`config.mk`:
```
export PLATFORM = sky130hd
export DESIGN_NAME = string_escape_decoder
export DESIGN_NICKNAME = d
export VERILOG_FILES = /design/src/rtl/sed_pkg.sv /design/src/rtl/sed_decode.sv /design/src/rtl/sed_outq.sv /design/src/rtl/string_escape_decoder.sv
export VERILOG_INCLUDE_DIRS = /design/src /design/src/rtl
export SDC_FILE = /design/constraint.sdc
export NUM_CORES = 1
export LEC_CHECK = 0
export BUFFER_PORTS_ARGS = -buffer_cell sky130_fd_sc_hd__buf_2
export CORE_MARGIN = 4
export CORE_UTILIZATION = 35
export DETAILED_ROUTE_END_ITERATION = 8
export GPL_TIMING_DRIVEN = 0
export PLACE_DENSITY = 0.64
export SLEW_MARGIN = 20
export SYNTH_ARGS = -nofsm -noshare
export SYNTH_HDL_FRONTEND = slang
export SYNTH_SLANG_ARGS = --single-unit
```
`constraint.sdc`:
```
create_clock -name clk -period 4.1 [get_ports clk]
set_input_delay 0.615 -clock clk [delete_from_list [all_inputs] [get_ports clk]]
set_output_delay 0.615 -clock clk [all_outputs]
set_load 0.05 [all_outputs]
```
`src/rtl/string_escape_decoder_assert.svh`:
```
// Assertion macros shared by the string escape decoder modules.
`ifndef STRING_ESCAPE_DECODER_ASSERT_SVH
`define STRING_ESCAPE_DECODER_ASSERT_SVH

// A condition that holds at every clock edge outside reset.
`define SED_ASSERT_ALWAYS(label, cond, msg) \
  label: assert property (@(posedge clk) disable iff (rst) (cond)) else $error(msg);

// A condition in one cycle that implies another in the next cycle.
`define SED_ASSERT_NEXT(label, ante, cons, msg) \
  label: assert property (@(posedge clk) disable iff (rst) (ante) |=> (cons)) else $error(msg);

`endif

```
`src/rtl/sed_pkg.sv`:
```
// Types, constants and helper functions of the string escape decoder.
package sed_pkg;

  // Decoder modes.
  typedef enum logic [1:0] {
    MODE_NORMAL = 2'd0,
    MODE_ESCAPE = 2'd1,
    MODE_HEX_HI = 2'd2,
    MODE_HEX_LO = 2'd3
  } mode_t;

  // Character codes.
  localparam logic [7:0] CH_BSLASH = 8'h5C;
  localparam logic [7:0] CH_CR     = 8'h0D;
  localparam logic [7:0] CH_LF     = 8'h0A;
  localparam logic [7:0] CH_TAB    = 8'h09;
  localparam logic [7:0] CH_DQUOTE = 8'h22;
  localparam logic [7:0] CH_SQUOTE = 8'h27;
  localparam logic [7:0] CH_X      = 8'h78;
  localparam logic [7:0] CH_N      = 8'h6E;
  localparam logic [7:0] CH_T      = 8'h74;

  // Output queue sizing: one item gives at most two results.
  localparam int MaxResults = 2;
  localparam int QDepth     = 4;
  localparam int PtrW       = $clog2(QDepth);
  localparam int CountW     = $clog2(QDepth + 1);

  // One result item.
  typedef struct packed {
    logic [7:0] data;
    logic       valid;
    logic       last;
    logic       err;
  } result_t;

  // Results of one input item, handed from the decoder to the queue.
  typedef struct packed {
    result_t    res0;
    result_t    res1;
    logic [1:0] count;
  } dec_out_t;

  // Value of a hex digit.
  typedef struct packed {
    logic       ok;
    logic [3:0] val;
  } hex_digit_t;

  function automatic hex_digit_t hex_digit(input logic [7:0] c);
    hex_digit_t h;
    h.ok  = 1'b1;
    h.val = 4'd0;
    if (c inside {[8'h30 : 8'h39]}) begin
      h.val = c[3:0];
    end else if (c inside {[8'h41 : 8'h46], [8'h61 : 8'h66]}) begin
      h.val = 4'(c[2:0] + 3'd1) + 4'd8;
    end else begin
      h.ok = 1'b0;
    end
    return h;
  endfunction

  // A character result, not yet marked last.
  function automatic result_t make_result(input logic [7:0] c, input logic err);
    result_t r;
    r.data  = c;
    r.valid = 1'b1;
    r.last  = 1'b0;
    r.err   = err;
    return r;
  endfunction

endpackage

```
`src/rtl/sed_decode.sv`:
```
// Escape decoder: state registers and the per-item decode logic.
`include "string_escape_decoder_assert.svh"

module sed_decode
  import sed_pkg::*;
(
  input  logic       clk,
  input  logic       rst,
  input  logic       fire,
  input  logic [7:0] in_byte,
  input  logic       in_last,
  output dec_out_t   dec
);

  mode_t      mode, mode_next;
  logic [3:0] nibble, nibble_next;
  logic       cr_pending, cr_pending_next;

  result_t    p0, p1;
  logic       p0_v, p1_v;
  hex_digit_t hd;

  // Decode one byte into up to two results and the next state.
  always_comb begin
    mode_next       = mode;
    nibble_next     = nibble;
    cr_pending_next = cr_pending;
    p0_v            = 1'b0;
    p1_v            = 1'b0;
    p0              = make_result(in_byte, 1'b0);
    p1              = make_result(in_byte, 1'b0);
    hd              = hex_digit(in_byte);

    case (mode)
      MODE_NORMAL: begin
        // A held CR goes out first, flagged unless this byte is LF.
        if (cr_pending) begin
          p0_v            = 1'b1;
          p0              = make_result(CH_CR, in_byte != CH_LF);
          cr_pending_next = 1'b0;
        end
        if (in_byte == CH_BSLASH) begin
          mode_next = MODE_ESCAPE;
        end else if (in_byte == CH_CR) begin
          if (in_last) begin
            p1_v = 1'b1;
            p1   = make_result(CH_CR, 1'b1);
          end else begin
            cr_pending_next = 1'b1;
          end
        end else begin
          p1_v = 1'b1;
        end
      end
      MODE_ESCAPE: begin
        mode_next = MODE_NORMAL;
        if (in_byte == CH_X) begin
          mode_next = MODE_HEX_HI;
        end else if (in_byte inside {CH_DQUOTE, CH_SQUOTE, CH_BSLASH}) begin
          p1_v = 1'b1;
        end else if (in_byte == CH_N) begin
          p1_v = 1'b1;
          p1   = make_result(CH_LF, 1'b0);
        end else if (in_byte == CH_T) begin
          p1_v = 1'b1;
          p1   = make_result(CH_TAB, 1'b0);
        end else begin
          // Unknown escape: pass the backslash and the byte.
          p0_v = 1'b1;
          p0   = make_result(CH_BSLASH, 1'b0);
          p1_v = 1'b1;
        end
      end
      MODE_HEX_HI: begin
        if (hd.ok) begin
          nibble_next = hd.val;
          mode_next   = MODE_HEX_LO;
        end else begin
          p1_v      = 1'b1;
          p1        = make_result(in_byte, 1'b1);
          mode_next = MODE_NORMAL;
        end
      end
      MODE_HEX_LO: begin
        p1_v        = 1'b1;
        p1          = hd.ok ? make_result({nibble, hd.val}, 1'b0)
                            : make_result(in_byte, 1'b1);
        nibble_next = 4'd0;
        mode_next   = MODE_NORMAL;
      end
      default: begin
        mode_next = MODE_NORMAL;
      end
    endcase

    // Pack the results in order.
    dec.res0  = p0_v ? p0 : p1;
    dec.res1  = p1;
    dec.count = {p0_v & p1_v, p0_v ^ p1_v};

    // The final byte always ends with a result marked last.
    if (in_last) begin
      if (dec.count == 2'd0) begin
        dec.res0.data  = 8'd0;
        dec.res0.valid = 1'b0;
        dec.res0.err   = 1'b0;
        dec.count      = 2'd1;
      end
      if (dec.count == 2'd2) begin
        dec.res1.last = 1'b1;
      end else begin
        dec.res0.last = 1'b1;
      end
      mode_next       = MODE_NORMAL;
      nibble_next     = 4'd0;
      cr_pending_next = 1'b0;
    end
  end

  // State registers, updated on each accepted item.
  always_ff @(posedge clk) begin
    if (rst) begin
      mode       <= MODE_NORMAL;
      nibble     <= 4'd0;
      cr_pending <= 1'b0;
    end else if (fire) begin
      mode       <= mode_next;
      nibble     <= nibble_next;
      cr_pending <= cr_pending_next;
    end
  end

  `SED_ASSERT_ALWAYS(a_cr_only_normal, !cr_pending || mode == MODE_NORMAL, "CR held outside normal mode")
  `SED_ASSERT_NEXT(a_last_resets, fire && in_last, mode == MODE_NORMAL && !cr_pending, "State not cleared after last item")

endmodule

```
`src/rtl/sed_outq.sv`:
```
// Result queue: takes up to two results per cycle and gives one per cycle while out_ready is high.
`include "string_escape_decoder_assert.svh"

module sed_outq
  import sed_pkg::*;
(
  input  logic     clk,
  input  logic     rst,
  input  logic     push,
  input  dec_out_t dec,
  output logic     room,
  output logic     out_valid,
  input  logic     out_ready,
  output result_t  head
);

  result_t           entries [QDepth];
  logic [PtrW-1:0]   wr_ptr, rd_ptr;
  logic [CountW-1:0] count, count_next;
  logic              pop;
  logic [1:0]        push_n;

  // Room for the largest number of results one item can give.
  assign room      = count <= CountW'(QDepth - MaxResults);
  assign out_valid = count != '0;
  assign head      = entries[rd_ptr];
  assign pop       = out_valid && out_ready;
  assign push_n    = push ? dec.count : 2'd0;
  assign count_next = count + CountW'(push_n) - CountW'(pop);

  // Pointer and fill count.
  always_ff @(posedge clk) begin
    if (rst) begin
      wr_ptr <= '0;
      rd_ptr <= '0;
      count  <= '0;
    end else begin
      wr_ptr <= wr_ptr + PtrW'(push_n);
      rd_ptr <= rd_ptr + PtrW'(pop);
      count  <= count_next;
    end
  end

  // Result storage: the first result at the write pointer, the second after it.
  always_ff @(posedge clk) begin
    for (int i = 0; i < QDepth; i++) begin
      if (push_n != 2'd0 && PtrW'(i) == wr_ptr) begin
        entries[i] <= dec.res0;
      end
      if (push_n == 2'd2 && PtrW'(i) == wr_ptr + PtrW'(1)) begin
        entries[i] <= dec.res1;
      end
    end
  end

  `SED_ASSERT_ALWAYS(a_no_overflow, count <= CountW'(QDepth), "Result queue overflow")
  `SED_ASSERT_NEXT(a_double_push, push && dec.count == 2'd2 && !pop, count == $past(count) + CountW'(2), "Two results not both queued")

endmodule

```
`src/rtl/string_escape_decoder.sv`:
```
// String escape decoder: top level with input handshake and result queue.
// Results are registered in the result queue before they are offered.
// One item per cycle while the queue has room; an item with two results is given out one result at a time.
// Input is taken while the four-entry result queue holds two results or fewer.
// Synchronous reset clears the decode mode, the held CR flag and the queue.
module string_escape_decoder
  import sed_pkg::*;
(
  input  logic       clk,
  input  logic       rst,
  input  logic       in_valid,
  output logic       in_ready,
  input  logic [7:0] in_byte,
  input  logic       in_last,
  output logic       out_valid,
  input  logic       out_ready,
  output logic [7:0] out_byte,
  output logic       byte_valid,
  output logic       out_last,
  output logic       lex_error
);

  dec_out_t dec;
  result_t  head;
  logic     room;
  logic     fire;

  // An item is taken when the queue can hold all of its results.
  assign in_ready = room;
  assign fire     = in_valid && in_ready;

  sed_decode u_decode (
    .clk     (clk),
    .rst     (rst),
    .fire    (fire),
    .in_byte (in_byte),
    .in_last (in_last),
    .dec     (dec)
  );

  sed_outq u_outq (
    .clk       (clk),
    .rst       (rst),
    .push      (fire),
    .dec       (dec),
    .room      (room),
    .out_valid (out_valid),
    .out_ready (out_ready),
    .head      (head)
  );

  // Result fields from the queue head.
  assign out_byte   = head.data;
  assign byte_valid = head.valid;
  assign out_last   = head.last;
  assign lex_error  = head.err;

endmodule
```
After elaboration in Yosys (flattened, before gate mapping):

Memory sizes are Yosys's and may differ from the RTL's. A register that Yosys moved wholly into a read port is not among the register bits.
Index checks and enable logic that the tools add are counted.

* add/sub/neg operators: 7
* multiply operators: 0
* divide/modulo/power cells: 0
* order comparisons: 7
* eq/ne operators: 21
* shift-type cells: 0
* multiplexer cells: 82
* bitwise gates (word level): 6
* reduce and logical (&&, ||, !) cells: 28

Operators by type and width (count)
* $mux W11: 21
* $pmux W11 S4: 1
* $mux W1: 39
* $eq A8 B7 Y1 const B: 4
* $mux W2: 11
* $pmux W11 S2: 1
* $reduce_or A11 Y1: 2
* $eq A8 B6 Y1 const B: 2
* $ge A8 B7 Y1 const B: 2
* $le A8 B7 Y1 const B: 2
* $mux W4: 4
* $logic_and A1 B1 Y1: 13
* $mux W9: 1
* $reduce_bool A3 Y1: 3
* $eq A2 B2 Y1 const A: 4
* $eq A2 B2 Y1 const B: 4
* $eq A8 B4 Y1 const B: 1
* $ge A8 B6 Y1 const B: 1
* $le A8 B6 Y1 const B: 1
* $logic_not A2 Y1: 4
* $ne A8 B4 Y1 const B: 1
* $pmux W2 S4: 1
* $pmux W4 S2: 1
* $ne A3 B2 Y1 const B: 2
* 18 further kinds: 25

* register bits: 14
* latch bits: 0
* memory bits (writable): 44
* bits in read-only memories: 0
* input port bits: 13
* word-level logic and storage cells: 158
* memories kept: 1

Memory list
* u_outq.entries: depth 4, width 11, read ports 1, clocked after Yosys merged registers in 1, write ports 2, RTL line sed_outq.sv:17 `result_t entries [QDepth];`

Depth between registers and ports, before layout:

* word-level depth: 20
* depth in mapped cells: 15
* gate-level depth less buffers: 15

Cells and area by module:

A second synthesis with hierarchy kept.

* cells, all modules: 318
* area total of the unflattened synthesis: 3771.1 sq um

By module, submodules not included
* sed_outq: instances 1, cells an instance 161, area an instance 2615.0 sq um
* sed_decode: instances 1, cells an instance 156, area an instance 1149.9 sq um
* string_escape_decoder: instances 1, cells an instance 1, area an instance 6.3 sq um

Least setup slack after synthesis:

No wires, ideal clock.

* path type: input -> register
* start: in in_byte[7]
* end: mem u_outq.entries[3][0] (netlist name), enable pin
* library setup time: 396 ps
* arrival time: 3587 ps
* required time: 3704 ps
* path slack: 118 ps
* stages on the path: 10
* path buffers: 0
* path through: or4b_4 -> nor3_4 -> nor2_2 -> o31a_1 -> and2_1 -> ha_1 -> inv_1 -> mux2i_1 -> a21oi_1 -> nor3b_1

RTL lines
* start, declared: RTL line string_escape_decoder.sv:13 `input logic [7:0] in_byte,`
* end, declared: RTL line sed_outq.sv:17

==> impl_metrics.ini <==
[worst_setup_path]
r2r_slack_ps = 800
worst-path-stages = 14
worstSetupEndpointType = flip-flop
worst-path-buf-inv = 2
start_kind = input pin
rr_worst_depth = 10
worstPathMaxFanout = 10
crit_path_end = u_outq.entries[0][0]$_DFFE_PP_
reg2reg_from = u_decode.mode[0]$_SDFFE_PP0P_
cpPeakStageDelay_ps = 380
arrival_ps = 3900
critPathTopFamily = simple AND/OR/NAND/NOR gates
slowest_stage = nor3b_2
r2r_end = u_outq.entries[0][0]$_DFFE_PP_
worstSetupStartpoint = in_byte[0]
path_class = in -> reg
path_cells = buf_2 -> inv_1 -> ha_1 -> nor3b_2 -> nor3_4 -> nor2_2 -> o31a_1 -> and2_1 -> ha_1 -> nand3_1 -> nor2_2 -> nand3_1 -> nand2_1 -> a22oi_1
worstPathRequired_ps = 4160

[grt]
grt_pass1_vias = 2699
grt_usage = 0.161
grt_pass1_wl_um = 14200
antenna_found_initial = 0
grt-ovfl-total = 0
grt_max_degree = 12

[timing]
max_freq_mhz = 261
tightest_slew_ps = 875
finalSetupViolCount = 0
setup_ws_ps = 267
finalHoldViolCount = 0
layout_min_cycle_time_ps = 3830
slew_violations = 0
rsz0062_at_grt = yes
hold_slack_ps = 473
maxSlewHeadroom = 0.417
skew_ps = 11.9
final.period_utilization = 0.935

[clock_tree]
cts_tree = yes
clk_latency_ps = 340
cts_hold_buffers = 0
cts-root-buf = clkbuf_8
cts_sinks = 58
cts_buffers = 9
h-tree-depth = 3
cts.clk_slew.worst_paths_ps = 60
cts_buffer_depth = 2

[logic_synthesis]
synth_nets = 356
synth-edff-count = 43
synthFlopType = edfxtp_1
synth.cell_area_sq_um = 3440
ys_types = 52
synth.avg_cell_area_sq_um = 10.4
syn_inst = 330
ys_seq_area_frac = 0.463
synthArstFlopShare = 0
ys_ff_latch = 58
ys_warn_count = 0

[finish]
final_nets = 394
antenna_cells = 0
fin_area_sq_um = 3990
areaGrowthSynthToFinish_pct = 16.0
final_layout_size_suffix_gt1_frac = 0.177
final_cell_mix = 43 x edfxtp_1, 32 x nor2_1, 29 x a21oi_1
final_common_cell = edfxtp_1

[placed_design]
port-buffer-count = 24
hpwl_um = 6380
place.gp.congestion = 0.943
dp_slack_ps = -507
place_area_sq_um = 3750

[route]
vias = 2772
drt-vias-per-instance = 5.52
drt_pass1_iterations = 4
antenna_left = 0
drc = 0
wl_per_cell_um = 17.2
routed_wl_um = 8630
drt_iter0_markers = 157

[die]
die_area_sq_um = 11500
chipWidth_um = 107
num_io_pins = 26
start_util = 0.365
die_h_um = 107
row_count = 35
coreArea_sq_um = 9420

[power]
ir_worst_vdd_uv = 185
leakagePower_nw = 1.44
power_density_nw_per_um2 = 515

[job]
cap_viol_max_count = 0

[min_path]
holdCritPathClass = reg -> reg

[run_status]
status = completed
==> cells in the mapped netlist (all sizes together), types with 3 or more instances <==
library cell  instances  area share
o21ai                10       0.015
nand4                 5      0.0091
nand2b                6       0.011
ha                   12       0.044
mux4                 11       0.072
nand2                23       0.025
nor3                  6       0.012
xor2                  3      0.0076
o211ai                4      0.0087
buf                   3      0.0036
a21boi                4      0.0087
nor2b                 9       0.016
o22ai                 3      0.0055
a31oi                 3      0.0055
nand3                 9       0.013
xnor2                 5       0.013
clkbuf                8      0.0087
and2                  7       0.013
a21oi                31       0.046
nor2                 34       0.038
inv                  21       0.023
mux2                  3      0.0098
a22oi                14       0.031
edfxtp               43        0.38
mux2i                 5       0.015
dfxtp                15       0.087
and4b                 3      0.0087
==> worst min-delay path by stage <==
stage                                      start                                end  cells after the start
3_5_place_dp     u_decode.nibble[1]$_SDFFE_PP0P_    u_decode.nibble[1]$_SDFFE_PP0P_                      2
6_report         u_decode.nibble[1]$_SDFFE_PP0P_    u_decode.nibble[1]$_SDFFE_PP0P_                      2
4_1_cts          u_decode.nibble[1]$_SDFFE_PP0P_    u_decode.nibble[1]$_SDFFE_PP0P_                      2
2_1_floorplan  u_outq.entries[2][2]$_SDFFE_PP1P_  u_outq.entries[2][2]$_SDFFE_PP1P_                      2
5_1_grt                                      rst        u_outq.rd_ptr[0]$_SDFF_PP0_                      2
3_3_place_gp     u_decode.nibble[3]$_SDFFE_PP0P_    u_decode.nibble[3]$_SDFFE_PP0P_                      2
==> routing by layer <==
metal / part of all wire / routed length [um] / vias to the layer above / track usage
li1: - / - / 1315 / -
met1: 0.45 / 3920 / 1346 / 0.217
met2: 0.47 / 4030 / 100 / 0.256
met3: 0.065 / 565 / 11 / 0.0439
met4: 0.013 / 116 / 0 / 0.0402
met5: 0 / 0 / - / 0
==> stage by stage <==
stage	total power, mW	utilization	cells	TNS [ps]
4_1_cts	2.07	0.421	501	0
5_1_grt	2.17	0.424	502	-63.5
2_1_floorplan	1.32	-	330	0
6_report	2.05	0.424	502	0
3_5_place_dp	1.49	0.399	485	-16000
3_3_place_gp	1.47	0.395	483	-42710
==> where the power goes <==
part / leakage, nW / total (mW) / switching (mW) / internal (mW)
logic: 0.802 / 0.733 / 0.493 / 0.239
clock network: 0.105 / 0.576 / 0.237 / 0.338
registers: 0.536 / 0.746 / 0.0295 / 0.717
total: 1.44 / 2.05 / 0.760 / 1.29
==> kinds of logic after synthesis <==
family                   synth area share
AO/OA/AOI/OAI                       0.152
multiplexers                       0.0964
XOR/XNOR                           0.0204
buffers and inverters              0.0353
AND/OR/NAND/NOR                     0.183
flip-flops                          0.463
adder cells (fa/ha/maj)            0.0495
==> tightest hold or removal path: cells and delay by family, from the launching register on <==
family,cells,cell delay [ps]
AND/OR/NAND/NOR,1,60
AO/OA/AOI/OAI,1,60
flip-flops,1,310
==> what timing repair did <==
| action | 4_1_cts | 5_1_grt |
|---|---|---|
| setup endpoints to repair | 14 | 30 |
| resized for setup | 1 | 4 |
| pin swaps | 0 | 1 |
| buffers inserted | 0 | 1 |
==> state kept, by name, indices dropped and copies added, names as in the netlist <==
signal and count:
u_decode.nibble 4, u_decode.mode 2, u_outq.count 3, u_outq.entries 44, u_outq.rd_ptr 2, u_decode.cr_pending 1, u_outq.wr_ptr 2
==> final cells by class <==
cell class	instances	area [sq um]
Fill cell	892	5430
Multi-Input combinational cell	240	1760
Sequential cell	58	1590
Tap cell	129	161
Timing Repair Buffer	27	146
Clock buffer	10	128
Clock inverter	6	81.3
Inverter	21	78.8
Buffer	11	42.5
(Power assumes the default switching activity.)
